File: config.mk
export PLATFORM = sky130hd
export DESIGN_NAME = pfde_ctrl
export DESIGN_NICKNAME = d
export VERILOG_FILES = /design/src/design/pfde_pkg.sv /design/src/design/pfde_ctrl.sv
export SDC_FILE = /design/constraint.sdc
export NUM_CORES = 1
export LEC_CHECK = 0
export BUFFER_PORTS_ARGS = -buffer_cell sky130_fd_sc_hd__buf_2
export CELL_PAD_IN_SITES_DETAIL_PLACEMENT = 1
export CELL_PAD_IN_SITES_GLOBAL_PLACEMENT = 1
export CORE_MARGIN = 4
export CORE_UTILIZATION = 41
export DETAILED_ROUTE_END_ITERATION = 10
export PLACE_DENSITY = 0.92
export SETUP_SLACK_MARGIN = 0.02
export SLEW_MARGIN = 30
export SYNTH_ARGS = -nofsm -noshare
export SYNTH_HDL_FRONTEND = slang
export SYNTH_SLANG_ARGS = --single-unit
File: constraint.sdc
create_clock -name clk_i -period 3.63 [get_ports clk_i]
set_clock_uncertainty 0.15 [all_clocks]
set_input_delay 0.5445 -clock clk_i [delete_from_list [all_inputs] [get_ports clk_i]]
set_output_delay 0.5445 -clock clk_i [all_outputs]
set_load 0.005 [all_outputs]
File: src/design/pfde_pkg.sv
// ----------------------------------------------------------------------------
// Page frame buffer draw engine package
// Shared types, codes and default sizes for the draw engine.
// ----------------------------------------------------------------------------
package pfde_pkg;

  localparam int unsigned DefColumns = 128;
  localparam int unsigned DefPages   = 8;
  localparam int unsigned MaxWords   = 16;

  // Operation codes.
  localparam logic [2:0] OpDraw    = 3'd0;
  localparam logic [2:0] OpRead    = 3'd1;
  localparam logic [2:0] OpRect    = 3'd2;
  localparam logic [2:0] OpScreen  = 3'd3;
  localparam logic [2:0] OpRefresh = 3'd4;

  // Result status codes.
  localparam logic [2:0] StOn        = 3'd0;
  localparam logic [2:0] StOff       = 3'd1;
  localparam logic [2:0] StError     = 3'd2;
  localparam logic [2:0] StIdle      = 3'd3;
  localparam logic [2:0] StSuccess   = 3'd4;
  localparam logic [2:0] StUnchanged = 3'd5;

  // Draw modes.
  localparam logic [1:0] ModeNormal  = 2'd0;
  localparam logic [1:0] ModeInverse = 2'd1;
  localparam logic [1:0] ModeXor     = 2'd2;

  // Datapath commands issued by the controller.
  typedef enum logic [2:0] {
    CmdNone,
    CmdRead,
    CmdWritePix,
    CmdWriteByte,
    CmdSumRead,
    CmdWordRead
  } cmd_e;

  typedef struct packed {
    cmd_e        cmd;
    logic [7:0]  page;
    logic [7:0]  col;
    logic [2:0]  bit_sel;
    logic [7:0]  fill_byte;
    logic        set_pixel;
    logic [1:0]  draw_mode;
    logic        overwrite;
    logic        sum_clear;
    logic        sum_write;
  } dp_cmd_t;

  typedef struct packed {
    logic        rd_valid;
    logic        pix_bit;
    logic [2:0]  pix_status;
    logic [7:0]  sum;
    logic [7:0]  stored_sum;
    logic        word_valid;
    logic [63:0] word;
  } dp_stat_t;

  // Draw one pixel into a byte; returns the new byte and the status.
  function automatic logic [10:0] draw_bit(input logic [7:0] b, input logic [2:0] bs,
                                           input logic set, input logic [1:0] mode,
                                           input logic over);
    logic [7:0] m;
    logic [7:0] nb;
    logic [2:0] st;
    m  = 8'd1 << bs;
    nb = b;
    st = StIdle;
    if (set || over) begin
      case (mode)
        ModeNormal: begin
          nb = set ? (b | m) : (b & ~m);
          st = set ? StOn : StOff;
        end
        ModeInverse: begin
          nb = set ? (b & ~m) : (b | m);
          st = set ? StOff : StOn;
        end
        ModeXor: begin
          if (set) begin
            nb = b ^ m;
            st = ((nb & m) != 8'd0) ? StOn : StOff;
          end
        end
        default: st = StIdle;
      endcase
    end
    return {st, nb};
  endfunction

endpackage

File: src/design/pfde_ctrl.sv
// ----------------------------------------------------------------------------
// Draw engine controller
// Sequences pixel, rectangle, screen and refresh operations.
// ----------------------------------------------------------------------------
module pfde_ctrl #(
  parameter int unsigned Columns = 128,
  parameter int unsigned Pages   = 8
) (
  input  logic               clk_i,
  input  logic               rst_ni,
  input  logic               in_valid_i,
  output logic               in_ready_o,
  input  logic [2:0]         opcode_i,
  input  logic signed [10:0] x_start_i,
  input  logic signed [10:0] y_start_i,
  input  logic signed [10:0] x_end_i,
  input  logic signed [10:0] y_end_i,
  input  logic               set_pixel_i,
  input  logic [1:0]         draw_mode_i,
  input  logic               overwrite_i,
  input  logic [2:0]         page_select_i,
  input  logic               force_req_i,
  output logic               out_valid_o,
  input  logic               out_ready_i,
  output logic [2:0]         status_o,
  output logic [2:0]         page_index_o,
  output logic [3:0]         column_group_o,
  output logic [63:0]        data_word_o,
  output logic               last_o,
  output pfde_pkg::dp_cmd_t  cmd_o,
  input  pfde_pkg::dp_stat_t stat_i
);
  import pfde_pkg::*;

  localparam int unsigned Height = Pages * 8;
  localparam int unsigned Words0 = (Columns + 7) / 8;
  localparam int unsigned Words  = (Words0 > MaxWords) ? MaxWords : Words0;
  localparam logic signed [11:0] ColsS   = 12'(Columns);
  localparam logic signed [11:0] HeightS = 12'(Height);

  typedef enum logic [3:0] {
    SIdle, SPixRd, SPixWr, SRead, SRect, SRectWr, SScreen,
    SSum, SSumWait, SDecide, SWord, SWordWait, SOut
  } state_e;

  state_e      state_q;
  logic [2:0]  op_q;
  logic signed [11:0] x0_q, x1_q, y1_q, x_q, y_q;
  logic        set_q, over_q, force_q;
  logic [1:0]  mode_q;
  logic [2:0]  page_q;
  logic [8:0]  col_q;
  logic [7:0]  pg_q;
  logic [3:0]  grp_q;
  logic        ov_q;
  logic [2:0]  st_q;
  logic [3:0]  og_q;
  logic [63:0] ow_q;
  logic        olast_q, o_word_q;
  logic        init_q;

  logic signed [11:0] xs, ys, xe, ye;
  logic        pix_ok;
  assign xs = 12'(x_start_i);
  assign ys = 12'(y_start_i);
  assign xe = 12'(x_end_i);
  assign ye = 12'(y_end_i);
  assign pix_ok = (xs >= 0) && (xs < 12'(Columns)) && (ys >= 0) && (ys < 12'(Height));

  assign in_ready_o = (state_q == SIdle) && !ov_q;
  assign out_valid_o = ov_q;
  assign status_o = st_q;
  assign page_index_o = o_word_q ? page_q : 3'd0;
  assign column_group_o = og_q;
  assign data_word_o = ow_q;
  assign last_o = olast_q;

  // Commands to the datapath. The checksum is cleared while idle; the stored
  // checksum is updated when a refresh decides on a changed, unforced sum.
  always_comb begin
    cmd_o = '0;
    cmd_o.cmd = CmdNone;
    cmd_o.set_pixel = set_q;
    cmd_o.draw_mode = mode_q;
    cmd_o.overwrite = over_q;
    cmd_o.page = {5'd0, page_q};
    cmd_o.fill_byte = set_q ? 8'hFF : 8'h00;
    cmd_o.sum_clear = (state_q == SIdle);
    cmd_o.sum_write = (state_q == SDecide) && !force_q &&
                      (stat_i.sum != stat_i.stored_sum);
    case (state_q)
      SPixRd, SRect: begin
        cmd_o.cmd = CmdRead;
        cmd_o.page = 8'(y_q >>> 3);
        cmd_o.col = 8'(x_q);
        cmd_o.bit_sel = y_q[2:0];
      end
      SPixWr, SRectWr: begin
        cmd_o.cmd = CmdWritePix;
        cmd_o.page = 8'(y_q >>> 3);
        cmd_o.col = 8'(x_q);
        cmd_o.bit_sel = y_q[2:0];
      end
      SRead: begin
        cmd_o.page = 8'(y_q >>> 3);
        cmd_o.bit_sel = y_q[2:0];
      end
      SScreen: begin
        cmd_o.cmd = CmdWriteByte;
        cmd_o.page = pg_q;
        cmd_o.col = col_q[7:0];
      end
      SSum: begin
        cmd_o.cmd = CmdSumRead;
        cmd_o.col = col_q[7:0];
      end
      SWord: begin
        cmd_o.cmd = (col_q < 9'(Columns)) ? CmdWordRead : CmdNone;
        cmd_o.col = col_q[7:0];
      end
      default: cmd_o.cmd = CmdNone;
    endcase
  end

  // Controller state and result registers. After reset the frame is cleared
  // by a screen fill pass with zeros that gives no result.
  always_ff @(posedge clk_i or negedge rst_ni) begin
    if (!rst_ni) begin
      state_q  <= SScreen;
      ov_q     <= 1'b0;
      set_q    <= 1'b0;
      col_q    <= 9'd0;
      pg_q     <= 8'd0;
      init_q   <= 1'b1;
      page_q   <= 3'd0;
      st_q     <= StIdle;
      og_q     <= 4'd0;
      ow_q     <= '0;
      olast_q  <= 1'b0;
      o_word_q <= 1'b0;
    end else begin
      if (ov_q && out_ready_i) ov_q <= 1'b0;
      case (state_q)
        SIdle: begin
          if (in_valid_i && in_ready_o) begin
            op_q <= opcode_i; set_q <= set_pixel_i; mode_q <= draw_mode_i;
            over_q <= overwrite_i; page_q <= page_select_i; force_q <= force_req_i;
            x_q <= xs; y_q <= ys;
            og_q <= 4'd0; ow_q <= '0; olast_q <= 1'b1; o_word_q <= 1'b0;
            st_q <= StError;
            case (opcode_i)
              OpDraw, OpRead: begin
                if (!pix_ok) ov_q <= 1'b1;
                else state_q <= SPixRd;
              end
              OpRect: begin
                if (ys >= HeightS || ye < 0 || ys > ye ||
                    xs >= ColsS || xe < 0 || xs > xe) begin
                  ov_q <= 1'b1;
                end else begin
                  x0_q <= (xs < 0) ? 12'sd0 : xs;
                  x_q  <= (xs < 0) ? 12'sd0 : xs;
                  y_q  <= (ys < 0) ? 12'sd0 : ys;
                  x1_q <= (xe >= ColsS) ? ColsS - 12'sd1 : xe;
                  y1_q <= (ye >= HeightS) ? HeightS - 12'sd1 : ye;
                  state_q <= SRect;
                end
              end
              OpScreen: begin
                col_q <= 9'd0; pg_q <= 8'd0; state_q <= SScreen;
              end
              OpRefresh: begin
                if (32'(page_select_i) >= Pages) ov_q <= 1'b1;
                else begin
                  col_q <= 9'd0; state_q <= SSum;
                end
              end
              default: ov_q <= 1'b1;
            endcase
          end
        end
        SPixRd: state_q <= (op_q == OpRead) ? SRead : SPixWr;
        SRead: begin
          st_q <= stat_i.pix_bit ? StOn : StOff;
          ov_q <= 1'b1; state_q <= SIdle;
        end
        SPixWr: begin
          st_q <= stat_i.pix_status; ov_q <= 1'b1; state_q <= SIdle;
        end
        SRect: state_q <= SRectWr;
        SRectWr: begin
          if (x_q == x1_q) begin
            x_q <= x0_q;
            if (y_q == y1_q) begin
              st_q <= StSuccess; ov_q <= 1'b1; state_q <= SIdle;
            end else begin
              y_q <= y_q + 12'sd1; state_q <= SRect;
            end
          end else begin
            x_q <= x_q + 12'sd1; state_q <= SRect;
          end
        end
        SScreen: begin
          if (col_q == 9'(Columns - 1)) begin
            col_q <= 9'd0;
            if (pg_q == 8'(Pages - 1)) begin
              init_q <= 1'b0;
              state_q <= SIdle;
              if (!init_q) begin
                st_q <= StSuccess; ov_q <= 1'b1;
              end
            end else pg_q <= pg_q + 8'd1;
          end else col_q <= col_q + 9'd1;
        end
        SSum: begin
          if (col_q == 9'(Columns - 1)) state_q <= SSumWait;
          col_q <= col_q + 9'd1;
        end
        SSumWait: state_q <= SDecide;
        SDecide: begin
          col_q <= 9'd0; grp_q <= 4'd0;
          if (stat_i.sum == stat_i.stored_sum && !force_q) begin
            st_q <= StUnchanged; ov_q <= 1'b1; state_q <= SIdle;
          end else state_q <= SWord;
        end
        SWord: begin
          col_q <= col_q + 9'd1;
          if (col_q[2:0] == 3'd7) state_q <= SWordWait;
        end
        SWordWait: begin
          if (stat_i.word_valid || col_q > 9'(Columns)) state_q <= SOut;
        end
        SOut: begin
          if (!ov_q) begin
            ov_q <= 1'b1; st_q <= StSuccess; o_word_q <= 1'b1;
            og_q <= grp_q;
            ow_q <= (col_q > 9'(Columns)) ?
                    (stat_i.word >> (8 * (32'(col_q) - Columns))) : stat_i.word;
            olast_q <= (32'(grp_q) == Words - 1);
            if (32'(grp_q) == Words - 1) state_q <= SIdle;
            else begin
              grp_q <= grp_q + 4'd1; state_q <= SWord;
            end
          end
        end
        default: state_q <= SIdle;
      endcase
    end
  end

endmodule
==> run metrics <==
Layout Nets 1626; 1st-iter DRT viols 1146; number of synthesized flops with an enable pin 67; crit path cell chain or2b_2 > nor2_1 > nor2_1 > nand2_1 > nand2_1 > buf_2; Worst EP required 2.94 ns; Core ar. 0.0262 mm^2; Min Hold Slack 0.128 ns; Rows 59; Synth Flop Type dfrtp_1; XOR/XNOR share of the synthesized area 4.62%; TNS Setup 0 ns; syn_nets 1412; Tcrit/Tclk final 94.4%; final worst path period need 3.43 ns; slowest stage cell, crit path dfstp_2; synthesis-stage register bit count 167; GP Congestion 0.935; register area share after synthesis 41.1%; io pins 258; via/cell ratio 6.09; full die area 0.0295 mm^2; Slew @ Worst Pin 0.986 ns; DP HPWL 28600 um; synth top area cells dfrtp_1 22%, edfxtp_1 18%, o21ai_0 6.0%, nand2_1 4.5%, mux2i_1 4.5%; portion of netlist area occupied by mux cells 5.89%; initial antenna violation count 4; pin count of the biggest net entering global routing 93; Syn Inst Count 1237; share of layout cells above drive strength 1 25.3%; fmax 292 MHz; pre-CTS WS 0.257 ns; class of the most critical hold timing path input pin to flip-flop; FF-to-FF Start state_q[2]; status finished, final reports clean; Startpoint Class flip-flop; CTS buffer count 17; Starting Density 42.0%; WS Path Type flip-flop to output pin; post-synthesis simple-gate area fraction 18.6%; area grow syn2layout 19.3%; number of global-route vias before repair 11300; Fin. Hold Viols 0; CTS tree built; WP data arrival 2.73 ns; synth warn 0; root buffer cell clkbuf_16; Maximum Capacitance Violations 0; Finished Cell Area 0.0131 mm^2; CTS Sinks 167; IO Port Bufs 256; number of remaining DRC errors 0; CP Capture Type output pin; Synth Area in Compound Gates 20.6%; H-tree levels 4; WL final 39000 um; Pwr per Cell Area 557 mW/mm^2; Final ANT Viol Nets 0; maximum net fanout on the critical path 25; Synth area leader dfrtp_1; Setup-failing EPs final 0; DR WL/cell 21.6 um; final setup margin 0.204 ns; Vias 11000; total track usage 25.8%; Die X 172 um; # Post-CTS Setup Buffers 0; Netlist Area Pre-Place 0.0110 mm^2; Static Leak 5.83 nW; CP max stage delay 0.85 ns; relative slew slack 34.2%; main combinational cell family by area after synthesis compound AO/OA/AOI/OAI gates; placed instance area 0.0125 mm^2; most common cell after layout, fill and taps aside buf_2; drt pass-1 iters 6; most frequent cells in the layout 255 x buf_2, 131 x nand2_1, 131 x o21ai_0, 125 x nor2_1, 93 x dfrtp_1; first-pass GRT wire length 60700 um; Hold Startpoint overwrite_i; Max Transition Viols Final 0; clk buf depth 2; Worst-path clk slew 0.08 ns; gr ovfl total 0; library cells used by synthesis 77; FFs w/ async S/R, synth 59.9%; post-synth top area share 21.6%; Synth Area in Adders 3.41%; RSZ-0062 raised after global routing false; Fill cells 3123; peak supply drop 0.248 mV; crit path from state_q[2]; synthesized area per cell 8.90 um^2; Chip Height 172 um; clock latency on the worst-skew pair 0.43 ns
-- metrics by stage --
step | util [%] | instances | power [W]
2_1_floorplan | - | 1237 | 0.00447
3_3_place_gp | 47.7 | 1766 | 0.00529
3_5_place_dp | 47.8 | 1766 | 0.00543
4_1_cts | 50.1 | 1799 | 0.00730
5_1_grt | 50.1 | 1802 | 0.00773
6_report | 50.1 | 1802 | 0.00732
-- where the power goes --
group          switching [W]  internal [W]  leakage [nW]  total, W
logic                0.00189       0.00113          3.58   0.00302
clock network       0.000909      0.000932         0.293   0.00184
registers           0.000274       0.00218          1.96   0.00246
-- metal layers --
metal / global-route usage, % / part of all wire, % / wire (um) / vias to the layer above
li1: - / - / - / 4908
met1: 32.7 / 41 / 15800 / 5471
met2: 44.4 / 49 / 19300 / 487
met3: 3.59 / 6.4 / 2510 / 101
met4: 10.6 / 3.6 / 1410 / 2
met5: 0 / 0.018 / 7 / -
-- final timing paths --
| check | end | slack, ns | cells after the start |
|---|---|---|---|
| max | cmd_o[25] | 0.20 | 6 |
| max in group asynchronous | data_word_o[33] | 1.45 | 4 |
| max reg2reg | status_o[2] | 0.57 | 6 |
| min reg2reg | init_q | 0.32 | 1 |
| min in group asynchronous | set_q | 0.39 | 2 |
| min | over_q | 0.13 | 1 |
-- cells by family (layout without fill, tap and decap cells) --
family	Yosys count	after routing
multiplexers	63	63
AND/OR/NAND/NOR	433	433
buffers and inverters	139	366
XOR/XNOR	58	58
AO/OA/AOI/OAI	347	347
flip-flops	167	167
adder cells (fa/ha/maj)	30	30
other	0	3
-- critical path, delay by kind of cell (launching register included) --
family        cells  cell delay (ns)
buf+inv           1             0.13
flops             1             0.85
simple gates      5             1.33
-- sequential cells by signal (all words and copies together), names as in the netlist, 2 cells and up --
signal / count
col_q: 9
column_group_o: 4
data_word_o: 64
grp_q: 4
mode_q: 2
op_q: 3
page_q: 3
pg_q: 8
state_q: 4
status_o: 3
x0_q: 10
x1_q: 11
x_q: 12
y1_q: 11
y_q: 12
-- cell usage after synthesis, types with 4 or more instances --
master / n
a31oi_1: 7
nand3b_1: 6
nand2b_1: 6
mux2i_1: 49
xor2_1: 24
and3_1: 5
nand2_1: 131
buf_1: 4
buf_2: 12
o21ai_0: 132
a2111oi_0: 4
o2bb2ai_1: 12
nand4_1: 12
nor2_1: 128
a22o_1: 22
a211oi_1: 15
nor2b_1: 16
dfrtp_1: 95
edfxtp_1: 67
buf_6: 6
dfstp_2: 5
nor4_1: 8
a22oi_1: 51
xnor2_1: 34
a21oi_1: 46
mux2_2: 8
nand3_1: 68
a32o_1: 17
clkbuf_1: 59
ha_1: 30
inv_1: 43
or3_1: 4
and2_1: 10
nor3_1: 17
o21ai_1: 4
mux2_1: 6
buf_4: 11
-- repair_timing --
| action | CTS | global route |
|---|---|---|
| pin swaps | 0 | 0 |
| setup endpoints to repair | 8 | 6 |
| resized for setup | 1 | 2 |
| hold buffers | 1 | 0 |
| hold endpoints to repair | 13 | 0 |
-- layout make-up --
type	instances	area [um^2]	area share [%]
multi-input cells	931	5870	44.7
flip-flops and latches	167	4520	34.4
repair buffers	290	1550	11.8
clock buffers	17	425	3.24
well taps	335	419	3.19
clock inverters	15	170	1.30
inverters	44	165	1.26
diodes	3	7.51	0.0572
Note: power is estimated with default switching activity, not from simulation.
